===== config.mk =====
export PLATFORM = sky130hd
export DESIGN_NAME = bicycle_matrix_column_index_unit_flat
export DESIGN_NICKNAME = d
export VERILOG_FILES = /design/src/design/bmci_pkg.sv /design/src/design/bmci_item_if.sv /design/src/design/bmci_result_if.sv /design/src/design/bicycle_matrix_column_index_unit.sv /design/src/design/bmci_mod.sv /design/src/design/bmci_skip_store.sv /design/src/flat_wrapper.sv
export VERILOG_INCLUDE_DIRS = /design/src /design/src/design
export SDC_FILE = /design/constraint.sdc
export NUM_CORES = 2
export LEC_CHECK = 0
export ABC_AREA = 1
export BUFFER_PORTS_ARGS = -buffer_cell sky130_fd_sc_hd__buf_2
export CAP_MARGIN = 20
export CORE_ASPECT_RATIO = 1.4
export CORE_UTILIZATION = 25
export DETAILED_ROUTE_END_ITERATION = 10
export SKIP_LAST_GASP = 1
export SLEW_MARGIN = 40
export SYNTH_ARGS = -nofsm -noshare
export SYNTH_HDL_FRONTEND = slang
export SYNTH_SLANG_ARGS = --single-unit

===== constraint.sdc =====
create_clock -name clk -period 4.95 [get_ports clk]
set_input_delay 0.495 -clock clk [delete_from_list [all_inputs] [get_ports clk]]
set_output_delay 0.495 -clock clk [all_outputs]
set_load 0.01 [all_outputs]

===== src/design/bicycle_matrix_column_index_unit_macros.svh =====
// Assertion macros shared by the column index unit RTL.
`ifndef BICYCLE_MATRIX_COLUMN_INDEX_UNIT_MACROS_SVH
`define BICYCLE_MATRIX_COLUMN_INDEX_UNIT_MACROS_SVH

// Same-cycle implication, sampled on clk, off while rst_n is low.
`define BMCI_ASSERT_IMP(label, ante, cons, msg) \
    label: assert property (@(posedge clk) disable iff (!rst_n) (ante) |-> (cons)) \
        else $error(msg);

// Next-cycle implication, sampled on clk, off while rst_n is low.
`define BMCI_ASSERT_NXT(label, ante, cons, msg) \
    label: assert property (@(posedge clk) disable iff (!rst_n) (ante) |=> (cons)) \
        else $error(msg);

`endif


===== src/design/bmci_pkg.sv =====
// Types and constants of the column index unit.
`default_nettype none

package bmci_pkg;

    localparam int ORDER_X_W = 13;
    localparam int ORDER_Y_W = 12;
    localparam int CFG_W     = 13;
    localparam int FUNC_W    = 2;
    localparam int BLOCK_W   = 3;
    localparam int SLOT_W    = 5;
    localparam int VALUE_W   = 12;
    localparam int TOTAL_W   = 6;
    localparam int COORD_W   = 12;
    localparam int COL_W     = 15;
    localparam int IDX_W     = 26;

    typedef enum logic [0:0] {
        REG_ORDER_X = 1'b0,
        REG_ORDER_Y = 1'b1
    } cfg_reg_t;

    typedef enum logic [1:0] {
        FUNC_SKIP_WR  = 2'd0,
        FUNC_SKIP_CNT = 2'd1,
        FUNC_MAP      = 2'd2
    } func_t;

    typedef enum logic [2:0] {
        ST_IDLE,
        ST_MOD,
        ST_MUL,
        ST_BASE,
        ST_SCAN,
        ST_DONE
    } state_t;

    // Load command into the skip store.
    typedef struct packed {
        logic                list_we;
        logic                count_we;
        logic [BLOCK_W-1:0]  block;
        logic [SLOT_W-1:0]   slot;
        logic [VALUE_W-1:0]  value;
        logic [TOTAL_W-1:0]  total;
    } skip_wr_t;

endpackage

`default_nettype wire


===== src/design/bmci_item_if.sv =====
// Input item channel.
`default_nettype none

interface bmci_item_if;
    import bmci_pkg::*;

    logic                 valid;
    logic                 ready;
    logic [FUNC_W-1:0]    func;
    logic [BLOCK_W-1:0]   block_col;
    logic [SLOT_W-1:0]    skip_slot;
    logic [VALUE_W-1:0]   skip_value;
    logic [TOTAL_W-1:0]   skip_total;
    logic [COORD_W-1:0]   shift_x;
    logic [COORD_W-1:0]   shift_y;
    logic [COORD_W-1:0]   term_x;
    logic [COORD_W-1:0]   term_y;

    modport source (
        output valid, func, block_col, skip_slot, skip_value, skip_total,
               shift_x, shift_y, term_x, term_y,
        input  ready
    );

    modport sink (
        input  valid, func, block_col, skip_slot, skip_value, skip_total,
               shift_x, shift_y, term_x, term_y,
        output ready
    );
endinterface

`default_nettype wire


===== src/design/bmci_result_if.sv =====
// Result channel.
`default_nettype none

interface bmci_result_if;
    import bmci_pkg::*;

    logic               valid;
    logic               ready;
    logic [COL_W-1:0]   column;
    logic               dropped;

    modport source (
        output valid, column, dropped,
        input  ready
    );

    modport sink (
        input  valid, column, dropped,
        output ready
    );
endinterface

`default_nettype wire


===== src/design/bicycle_matrix_column_index_unit.sv =====
// Top level of the bicycle matrix column index unit.
`default_nettype none
`include "bicycle_matrix_column_index_unit_macros.svh"

// Maps one polynomial term of a two-generator quasi-cyclic check matrix to its
// global column, and takes load items that fill the per-block sorted skip lists
// and skip counts. One item is worked on at a time. A load item goes straight to
// the done state, and its (zero) result then moves to the output register. A map item
// first runs two remainder units, which retire one dividend bit per cycle while the
// skip counts of earlier blocks are summed; a multiply state and a base state follow;
// then the block's skip list is scanned with one memory read per cycle; a hit on
// the list ends the scan early. The next item is accepted once the result has moved
// to the output register, while that result still waits to be taken.
module bicycle_matrix_column_index_unit #(
    parameter int BLOCK_COLS = 8,
    parameter int MAX_SKIP   = 32
) (
    input  wire logic                       clk,
    input  wire logic                       rst_n,
    input  wire logic                       cfg_we,
    input  wire logic [0:0]                 cfg_index,
    input  wire logic [bmci_pkg::CFG_W-1:0] cfg_data,
    bmci_item_if.sink                       item,
    bmci_result_if.source                   result
);
    import bmci_pkg::*;

    localparam int CW = $clog2(MAX_SKIP + 1);
    localparam int SW = CW + BLOCK_W;

    state_t                state_reg, state_next;
    logic [ORDER_X_W-1:0]  order_x_reg;
    logic [ORDER_Y_W-1:0]  order_y_reg;
    logic [BLOCK_W-1:0]    blk_reg, blk_next;
    logic [BLOCK_W-1:0]    sum_blk_reg, sum_blk_next;
    logic [SW-1:0]         sum_reg, sum_next;
    logic [COL_W-1:0]      ell_reg, ell_next;
    logic [CW-1:0]         n_reg, n_next;
    logic [IDX_W-1:0]      prod_reg, prod_next;
    logic [IDX_W-1:0]      idx_reg, idx_next;
    logic [COL_W-1:0]      col_reg, col_next;
    logic                  drop_reg, drop_next;
    logic [CW-1:0]         issue_cnt_reg, issue_cnt_next;
    logic                  rd_pending_reg, rd_pending_next;
    logic                  out_valid_reg, out_valid_next;
    logic [COL_W-1:0]      out_column_reg, out_column_next;
    logic                  out_dropped_reg, out_dropped_next;

    logic                  item_acc;
    logic [ORDER_X_W-1:0]  nx_eff;
    logic [ORDER_Y_W-1:0]  ny_eff;
    logic [IDX_W-1:0]      ell_full;
    logic [IDX_W-1:0]      idx_sum;
    logic [COL_W-1:0]      base_mul;
    logic                  mod_start;
    logic [ORDER_X_W-1:0]  dvd_x, dvd_y;
    logic                  modx_busy, mody_busy;
    logic [ORDER_X_W-1:0]  rx, ry;
    skip_wr_t              skip_wr;
    logic                  rd_en;
    logic [VALUE_W-1:0]    rd_data;
    logic [BLOCK_W-1:0]    cnt_rd_block;
    logic [CW-1:0]         cnt_rd_data;
    logic                  scan_hit, scan_below;

    // configuration registers
    always_ff @(posedge clk or negedge rst_n)
    begin
        if (!rst_n)
        begin
            order_x_reg <= ORDER_X_W'(2);
            order_y_reg <= ORDER_Y_W'(1);
        end
        else if (cfg_we)
        begin
            if (cfg_index == REG_ORDER_X)
                order_x_reg <= cfg_data;
            else if (cfg_index == REG_ORDER_Y)
                order_y_reg <= cfg_data[ORDER_Y_W-1:0];
        end
    end

    assign nx_eff = (order_x_reg == '0) ? ORDER_X_W'(1) : order_x_reg;
    assign ny_eff = (order_y_reg == '0) ? ORDER_Y_W'(1) : order_y_reg;

    assign item_acc   = item.valid && item.ready;
    assign item.ready = (state_reg == ST_IDLE);

    assign dvd_x = ORDER_X_W'(item.shift_x) + ORDER_X_W'(item.term_x);
    assign dvd_y = ORDER_X_W'(item.shift_y) + ORDER_X_W'(item.term_y);

    bmci_mod #(.W(ORDER_X_W)) u_mod_x (
        .clk      (clk),
        .rst_n    (rst_n),
        .start    (mod_start),
        .dividend (dvd_x),
        .divisor  (nx_eff),
        .busy     (modx_busy),
        .rem      (rx)
    );

    bmci_mod #(.W(ORDER_X_W)) u_mod_y (
        .clk      (clk),
        .rst_n    (rst_n),
        .start    (mod_start),
        .dividend (dvd_y),
        .divisor  (ORDER_X_W'(ny_eff)),
        .busy     (mody_busy),
        .rem      (ry)
    );

    always_comb
    begin
        skip_wr.list_we  = item_acc && (item.func == FUNC_SKIP_WR);
        skip_wr.count_we = item_acc && (item.func == FUNC_SKIP_CNT);
        skip_wr.block    = item.block_col;
        skip_wr.slot     = item.skip_slot;
        skip_wr.value    = item.skip_value;
        skip_wr.total    = item.skip_total;
    end

    bmci_skip_store #(
        .BLOCK_COLS (BLOCK_COLS),
        .MAX_SKIP   (MAX_SKIP)
    ) u_store (
        .clk          (clk),
        .rst_n        (rst_n),
        .wr           (skip_wr),
        .rd_en        (rd_en),
        .rd_block     (blk_reg),
        .rd_slot      (issue_cnt_reg),
        .rd_data      (rd_data),
        .cnt_rd_block (cnt_rd_block),
        .cnt_rd_data  (cnt_rd_data)
    );

    assign ell_full   = IDX_W'(nx_eff) * IDX_W'(ny_eff);
    assign idx_sum    = IDX_W'(rx) + prod_reg;
    assign base_mul   = COL_W'(blk_reg) * ell_reg;
    assign scan_hit   = (IDX_W'(rd_data) == idx_reg);
    assign scan_below = (IDX_W'(rd_data) < idx_reg);

    always_comb
    begin
        state_next       = state_reg;
        blk_next         = blk_reg;
        sum_next         = sum_reg;
        sum_blk_next     = sum_blk_reg;
        ell_next         = ell_reg;
        n_next           = n_reg;
        prod_next        = prod_reg;
        idx_next         = idx_reg;
        col_next         = col_reg;
        drop_next        = drop_reg;
        issue_cnt_next   = issue_cnt_reg;
        rd_pending_next  = 1'b0;
        out_valid_next   = out_valid_reg;
        out_column_next  = out_column_reg;
        out_dropped_next = out_dropped_reg;
        mod_start        = 1'b0;
        rd_en            = 1'b0;
        cnt_rd_block     = blk_reg;

        if (result.ready)
            out_valid_next = 1'b0;

        case (state_reg)
            ST_IDLE:
            begin
                if (item_acc)
                begin
                    blk_next = item.block_col;
                    if (item.func == FUNC_MAP)
                    begin
                        mod_start    = 1'b1;
                        sum_next     = '0;
                        sum_blk_next = '0;
                        state_next   = ST_MOD;
                    end
                    else
                    begin
                        col_next   = '0;
                        drop_next  = 1'b0;
                        state_next = ST_DONE;
                    end
                end
            end
            ST_MOD:
            begin
                // sum counts of earlier blocks while the remainders run
                cnt_rd_block = sum_blk_reg;
                ell_next     = ell_full[COL_W-1:0];
                if (sum_blk_reg != blk_reg)
                begin
                    sum_next     = sum_reg + SW'(cnt_rd_data);
                    sum_blk_next = sum_blk_reg + BLOCK_W'(1);
                end
                else if (!modx_busy && !mody_busy)
                begin
                    state_next = ST_MUL;
                end
            end
            ST_MUL:
            begin
                prod_next  = IDX_W'(nx_eff) * IDX_W'(ry);
                n_next     = cnt_rd_data;
                state_next = ST_BASE;
            end
            ST_BASE:
            begin
                idx_next       = idx_sum;
                col_next       = base_mul - COL_W'(sum_reg) + idx_sum[COL_W-1:0];
                drop_next      = 1'b0;
                issue_cnt_next = '0;
                state_next     = ST_SCAN;
            end
            ST_SCAN:
            begin
                // read issued one cycle, compared the next
                if (rd_pending_reg && scan_hit)
                begin
                    col_next   = '0;
                    drop_next  = 1'b1;
                    state_next = ST_DONE;
                end
                else
                begin
                    if (rd_pending_reg && scan_below)
                        col_next = col_reg - COL_W'(1);
                    if (issue_cnt_reg != n_reg)
                    begin
                        rd_en           = 1'b1;
                        rd_pending_next = 1'b1;
                        issue_cnt_next  = issue_cnt_reg + CW'(1);
                    end
                    else if (!rd_pending_reg)
                    begin
                        state_next = ST_DONE;
                    end
                end
            end
            ST_DONE:
            begin
                if (!out_valid_reg || result.ready)
                begin
                    out_valid_next   = 1'b1;
                    out_column_next  = col_reg;
                    out_dropped_next = drop_reg;
                    state_next       = ST_IDLE;
                end
            end
            default:
            begin
                state_next = ST_IDLE;
            end
        endcase
    end

    always_ff @(posedge clk or negedge rst_n)
    begin
        if (!rst_n)
        begin
            state_reg      <= ST_IDLE;
            rd_pending_reg <= 1'b0;
            out_valid_reg  <= 1'b0;
        end
        else
        begin
            state_reg      <= state_next;
            rd_pending_reg <= rd_pending_next;
            out_valid_reg  <= out_valid_next;
        end
    end

    always_ff @(posedge clk)
    begin
        blk_reg         <= blk_next;
        sum_blk_reg     <= sum_blk_next;
        sum_reg         <= sum_next;
        ell_reg         <= ell_next;
        n_reg           <= n_next;
        prod_reg        <= prod_next;
        idx_reg         <= idx_next;
        col_reg         <= col_next;
        drop_reg        <= drop_next;
        issue_cnt_reg   <= issue_cnt_next;
        out_column_reg  <= out_column_next;
        out_dropped_reg <= out_dropped_next;
    end

    assign result.valid   = out_valid_reg;
    assign result.column  = out_column_reg;
    assign result.dropped = out_dropped_reg;

    `BMCI_ASSERT_IMP(a_drop_col_zero, result.valid && result.dropped, result.column == '0, "dropped beat carries nonzero column")
    `BMCI_ASSERT_NXT(a_load_to_done, item_acc && item.func != FUNC_MAP, state_reg == ST_DONE, "load item did not go straight to done")
    `BMCI_ASSERT_IMP(a_mul_after_mod, state_reg == ST_MUL, !modx_busy && !mody_busy && sum_blk_reg == blk_reg, "multiply entered before remainders and base sum")
    `BMCI_ASSERT_IMP(a_pending_in_scan, rd_pending_reg, $past(state_reg) == ST_SCAN, "skip read pending outside scan")

endmodule

`default_nettype wire


===== src/design/bmci_mod.sv =====
// Iterative remainder unit, one dividend bit per cycle.
`default_nettype none

module bmci_mod #(
    parameter int W = 13
) (
    input  wire logic         clk,
    input  wire logic         rst_n,
    input  wire logic         start,
    input  wire logic [W-1:0] dividend,
    input  wire logic [W-1:0] divisor,
    output logic              busy,
    output logic [W-1:0]      rem
);
    localparam int CNT_W = $clog2(W + 1);

    logic             busy_reg, busy_next;
    logic [CNT_W-1:0] cnt_reg, cnt_next;
    logic [W-1:0]     dvd_reg, dvd_next;
    logic [W-1:0]     div_reg, div_next;
    logic [W-1:0]     rem_reg, rem_next;
    logic [W:0]       trial;
    logic [W:0]       diff;

    assign trial = {rem_reg, dvd_reg[W-1]};
    assign diff  = trial - {1'b0, div_reg};

    always_comb
    begin
        busy_next = busy_reg;
        cnt_next  = cnt_reg;
        dvd_next  = dvd_reg;
        div_next  = div_reg;
        rem_next  = rem_reg;
        if (start)
        begin
            busy_next = 1'b1;
            cnt_next  = CNT_W'(W);
            dvd_next  = dividend;
            div_next  = divisor;
            rem_next  = '0;
        end
        else if (busy_reg)
        begin
            // restoring step: partial remainder stays below the divisor
            if (trial >= {1'b0, div_reg})
                rem_next = diff[W-1:0];
            else
                rem_next = trial[W-1:0];
            dvd_next = {dvd_reg[W-2:0], 1'b0};
            cnt_next = cnt_reg - CNT_W'(1);
            if (cnt_reg == CNT_W'(1))
                busy_next = 1'b0;
        end
    end

    always_ff @(posedge clk or negedge rst_n)
    begin
        if (!rst_n)
        begin
            busy_reg <= 1'b0;
            cnt_reg  <= '0;
        end
        else
        begin
            busy_reg <= busy_next;
            cnt_reg  <= cnt_next;
        end
    end

    always_ff @(posedge clk)
    begin
        dvd_reg <= dvd_next;
        div_reg <= div_next;
        rem_reg <= rem_next;
    end

    assign busy = busy_reg;
    assign rem  = rem_reg;

endmodule

`default_nettype wire


===== src/design/bmci_skip_store.sv =====
// Skip list memory and per-block skip counts.
`default_nettype none

module bmci_skip_store #(
    parameter int BLOCK_COLS = 8,
    parameter int MAX_SKIP   = 32,
    localparam int CW        = $clog2(MAX_SKIP + 1)
) (
    input  wire logic                         clk,
    input  wire logic                         rst_n,
    input  wire bmci_pkg::skip_wr_t           wr,
    input  wire logic                         rd_en,
    input  wire logic [bmci_pkg::BLOCK_W-1:0] rd_block,
    input  wire logic [CW-1:0]                rd_slot,
    output logic [bmci_pkg::VALUE_W-1:0]      rd_data,
    input  wire logic [bmci_pkg::BLOCK_W-1:0] cnt_rd_block,
    output logic [CW-1:0]                     cnt_rd_data
);
    import bmci_pkg::*;

    localparam int DEPTH = BLOCK_COLS * MAX_SKIP;
    localparam int AW    = (DEPTH > 1) ? $clog2(DEPTH) : 1;
    localparam int BW    = (BLOCK_COLS > 1) ? $clog2(BLOCK_COLS) : 1;

    logic [VALUE_W-1:0] list_mem [DEPTH];
    logic [CW-1:0]      count_reg [BLOCK_COLS];
    logic [VALUE_W-1:0] rd_data_reg;

    logic          wr_blk_ok;
    logic          wr_slot_ok;
    logic [AW-1:0] wr_addr;
    logic [AW-1:0] rd_addr;
    logic [CW-1:0] total_sat;

    assign wr_blk_ok  = int'(wr.block) < BLOCK_COLS;
    assign wr_slot_ok = int'(wr.slot) < MAX_SKIP;
    assign wr_addr    = AW'(int'(wr.block) * MAX_SKIP + int'(wr.slot));
    assign rd_addr    = AW'(int'(rd_block) * MAX_SKIP + int'(rd_slot));
    assign total_sat  = (int'(wr.total) > MAX_SKIP) ? CW'(MAX_SKIP) : CW'(wr.total);

    always_ff @(posedge clk)
    begin
        if (wr.list_we && wr_blk_ok && wr_slot_ok)
            list_mem[wr_addr] <= wr.value;
        if (rd_en)
            rd_data_reg <= list_mem[rd_addr];
    end

    always_ff @(posedge clk or negedge rst_n)
    begin
        if (!rst_n)
        begin
            for (int b = 0; b < BLOCK_COLS; b++)
                count_reg[b] <= '0;
        end
        else if (wr.count_we && wr_blk_ok)
        begin
            count_reg[BW'(wr.block)] <= total_sat;
        end
    end

    // blocks past the stored range have no skips
    assign cnt_rd_data = (int'(cnt_rd_block) < BLOCK_COLS) ? count_reg[BW'(cnt_rd_block)] : '0;
    assign rd_data     = rd_data_reg;

endmodule

`default_nettype wire

===== src/flat_wrapper.sv =====
// flat-port wrapper written by rule: the top's interface ports become plain ports
module bicycle_matrix_column_index_unit_flat import bmci_pkg::*;
#(
    parameter int BLOCK_COLS = 8,
    parameter int MAX_SKIP   = 32
)
  (clk, rst_n, cfg_we, cfg_index, cfg_data, item_valid, item_func, item_block_col, item_skip_slot, item_skip_value, item_skip_total, item_shift_x, item_shift_y, item_term_x, item_term_y, item_ready, result_valid, result_column, result_dropped, result_ready);
  bmci_item_if item_i ();
  bmci_result_if result_i ();
  input  wire logic clk;
  input  wire logic rst_n;
  input  wire logic cfg_we;
  input  wire logic [0:0] cfg_index;
  input  wire logic [bmci_pkg::CFG_W-1:0] cfg_data;
  input wire logic [$bits(item_i.valid)-1:0] item_valid;
  input wire logic [$bits(item_i.func)-1:0] item_func;
  input wire logic [$bits(item_i.block_col)-1:0] item_block_col;
  input wire logic [$bits(item_i.skip_slot)-1:0] item_skip_slot;
  input wire logic [$bits(item_i.skip_value)-1:0] item_skip_value;
  input wire logic [$bits(item_i.skip_total)-1:0] item_skip_total;
  input wire logic [$bits(item_i.shift_x)-1:0] item_shift_x;
  input wire logic [$bits(item_i.shift_y)-1:0] item_shift_y;
  input wire logic [$bits(item_i.term_x)-1:0] item_term_x;
  input wire logic [$bits(item_i.term_y)-1:0] item_term_y;
  output wire logic [$bits(item_i.ready)-1:0] item_ready;
  output wire logic [$bits(result_i.valid)-1:0] result_valid;
  output wire logic [$bits(result_i.column)-1:0] result_column;
  output wire logic [$bits(result_i.dropped)-1:0] result_dropped;
  input wire logic [$bits(result_i.ready)-1:0] result_ready;
  assign item_i.valid = item_valid;
  assign item_i.func = item_func;
  assign item_i.block_col = item_block_col;
  assign item_i.skip_slot = item_skip_slot;
  assign item_i.skip_value = item_skip_value;
  assign item_i.skip_total = item_skip_total;
  assign item_i.shift_x = item_shift_x;
  assign item_i.shift_y = item_shift_y;
  assign item_i.term_x = item_term_x;
  assign item_i.term_y = item_term_y;
  assign item_ready = item_i.ready;
  assign result_valid = result_i.valid;
  assign result_column = result_i.column;
  assign result_dropped = result_i.dropped;
  assign result_i.ready = result_ready;
  bicycle_matrix_column_index_unit #(.BLOCK_COLS(BLOCK_COLS), .MAX_SKIP(MAX_SKIP)) u_core (.clk(clk), .rst_n(rst_n), .cfg_we(cfg_we), .cfg_index(cfg_index), .cfg_data(cfg_data), .item(item_i), .result(result_i));
endmodule

==> results_dict.tcl <==
set metrics [dict create \
    synth_cell_type_count 48 \
    period_share 1.03 \
    clock_latency_ps 1020 \
    period_minus_slack_ps 5110 \
    critical_path_class "flip-flop to flip-flop" \
    ir_worst_vdd_v 0.00118 \
    synth_area_leader_cell "edfxtp_1" \
    clkPwrFrac 0.227 \
    pwr-share-seq 0.315 \
    die_y_um 930 \
    switching_share 0.406 \
    cp.arrival_ps 5770 \
    htree_levels 5 \
    yosys_warnings 0 \
    start_util 0.251 \
    ant_nets 0 \
    hpwl_um 293000 \
    synth_common_cells "nand2_1 (3,557), edfxtp_1 (3,261), nor2_1 (2,215)" \
    endpoint_kind "flip-flop" \
    yosysSeqAreaShare 0.655 \
    post-route-worst-setup-slack_ps -160 \
    die-area_um2 618000 \
    hold_viol 0 \
    power.switching_mw 43.9 \
    placementRows 340 \
    yosysMostFrequentCell "nand2_1" \
    drc 0 \
    synth_area_leaders "edfxtp_1 (64%), nand2_1 (8.7%), nor2_1 (5.4%)" \
    largest_register_ffs 3072 \
    combPwrFrac 0.458 \
    r2r_slack_ps -160 \
    maxSlewHeadroom 0.393 \
    tns_ps -849 \
    r2r_start "u_core.order_x_reg[5]" \
    vias 105000 \
    finalPower_mw 108 \
    synth-async-reset-ratio 0.0261 \
    grt_pass1_vias 103000 \
    start_kind "flip-flop" \
    cp_data_required_time_ps 5610 \
    maxSlewViolCount 0 \
    cts_buffer_depth 4 \
    coreArea_um2 613000 \
    tightest_slew_ps 910 \
    hold_depth 4 \
    synthCells 14700 \
    root_buffer "clkbuf_16" \
    min_from "item_func[1]" \
    powerDensity_nw_per_um2 607 \
    drt_wl_total_um 470000 \
    synth_nets 15200 \
    firstDrtPassIters 6 \
    r2r_end "u_core.prod_reg[25]" \
    tritoncts "done" \
    numCtsBuffers 324 \
    status "complete, but fails checks" \
    dpl_worst_slack_ps -336 \
    drt_first_iter_violations 10300 \
    io_buffer_count 112 \
    synth_top_area_share 0.637 \
    p_leak_nw 68.4 \
    clock-sinks 3375 \
    grt_start_max_net_pins 151 \
    finalSetupViolCount 11 \
    via_per_inst 4.53 \
    drive_gt1_frac 0.0946 \
    gp_congestion 0.901 \
    fill_cells 62600 \
    violations "setup timing" \
    syn_area_per_cell_um2 10.5 \
    finalClockSkew_ps 103 \
    min_to "u_core.state_reg[2]" \
    antenna_found_initial 38 \
    grt.overflow.total 0 \
    synth_edf_count 3261 \
    rsz0062_at_grt "true" \
    fmax_mhz 196 \
    grt_pass1_wl_um 684000 \
    routedWlPerCell_um 20.2 \
    clk_pin_slew_worst_paths_ps 70 \
    holdCritPathClass "input port to flip-flop" \
    die_w_um 665 \
    rr_worst_depth 23 \
    netlist_area_um2 154000 \
    synth-main-ff-cell "edfxtp_1" \
    crit_fanout 4 \
    grtUsageTotal 0.146 \
    io_pins 113 \
    internal-power_mw 64.1 \
    area_growth_pct 15.8 \
    drv_cap 0 \
    synth-seq-cells 3375 \
    nNetsFinal 15500 \
]
==> worst max-delay path by stage <==
stage	startpoint	endpoint	slack [ps]	cells after the start
after floorplan	u_core.order_x_reg[11]	u_core.prod_reg[21]	-30	27
after global placement	u_core.order_x_reg[7]	u_core.prod_reg[21]	-440	22
after detailed placement	u_core.order_x_reg[3]	u_core.prod_reg[25]	-340	22
after CTS	u_core.order_x_reg[4]	u_core.prod_reg[16]	-100	25
after global routing	u_core.order_x_reg[5]	u_core.prod_reg[23]	-350	21
final	u_core.order_x_reg[5]	u_core.prod_reg[25]	-160	23
==> per-layer routing <==
metal	vias up	routed length (µm)	track usage
met4	4	29800	0.0839
met1	51600	179000	0.172
met5	-	16	0
met2	3606	232000	0.257
met3	894	28500	0.0190
li1	49400	-	-
==> cell families after synthesis <==
logic type	share of synthesized area
XOR/XNOR	0.00627
AND/OR/NAND/NOR	0.186
buffers and inverters	0.0550
AO/OA/AOI/OAI	0.0514
flip-flops	0.655
adder cells (fa/ha/maj)	0.0472
==> timing repair <==
action	in CTS	in global routing
gates resized for setup	55	73
endpoints found under the hold margin	188	55
pin swaps	16	28
setup buffers	6	6
setup endpoints to repair	15	22
hold buffers	29	2
==> stage by stage <==
step,hold WS (ps),utilization,cells,cell area (µm²)
6_report,64.7,0.291,23300,178000
3_5_place_dp,462,0.272,22600,167000
3_3_place_gp,457,0.272,22600,167000
2_1_floorplan,199,-,14700,154000
4_1_cts,3.99,0.290,23300,178000
5_1_grt,41.8,0.291,23300,178000
==> power groups by stage <==
stage | clock (mW) | combinational [mW] | sequential, mW
final | 24.6 | 49.5 | 34.0
after global routing | 25.9 | 54.7 | 34.1
after CTS | 25.0 | 48.0 | 34.0
after detailed placement | 0 | 46.4 | 34.6
after global placement | 0 | 46.4 | 34.6
after floorplan | 0 | 28.2 | 34.0
==> worst max-delay path, cell delays in order (launching register included) <==
cell     delay [ps]
dfrtp_1         390
nor4_2          310
nand4_1         200
nand2_4         170
buf_6           120
nand2_2          40
fa_1            450
fa_1            520
inv_2            40
fa_2            440
fa_1            480
inv_1            50
fa_1            490
inv_2            50
ha_4            220
nand2_2          60
nand2_2          60
buf_4           130
buf_6           110
nor2_4          110
o21ai_4          70
nand2_1          70
nand3_1          80
xor2_1          160
==> layout by cell type (no fill, tap or decap), drive strengths merged, types with 30 or more instances in the layout <==
cell / netlist / layout
clkinv: 6 / 154
fa: 229 / 229
clkbuf: 490 / 395
inv: 1328 / 1347
dlygate4sd3: 0 / 31
o211ai: 111 / 111
nand2: 3557 / 3557
xnor2: 40 / 40
o21ai: 982 / 982
a21oi: 309 / 309
or2: 84 / 84
dfrtp: 86 / 86
nor2: 2216 / 2216
nor3: 30 / 30
edfxtp: 3261 / 3261
ha: 214 / 214
nand3: 1189 / 1189
buf: 316 / 745
xor2: 70 / 70
==> final cells by class <==
cell class / instances / area, µm² / area share
Sequential cell: 3375 / 101000 / 0.565
Multi-Input combinational cell: 9149 / 45400 / 0.255
Tap cell: 8037 / 10100 / 0.0565
Clock buffer: 395 / 8630 / 0.0484
Timing Repair Buffer: 776 / 6690 / 0.0375
Inverter: 1334 / 5060 / 0.0284
Clock inverter: 193 / 1590 / 0.00893
Antenna cell: 15 / 37.5 / 0.000211
Note: power is estimated with default switching activity, not from simulation.
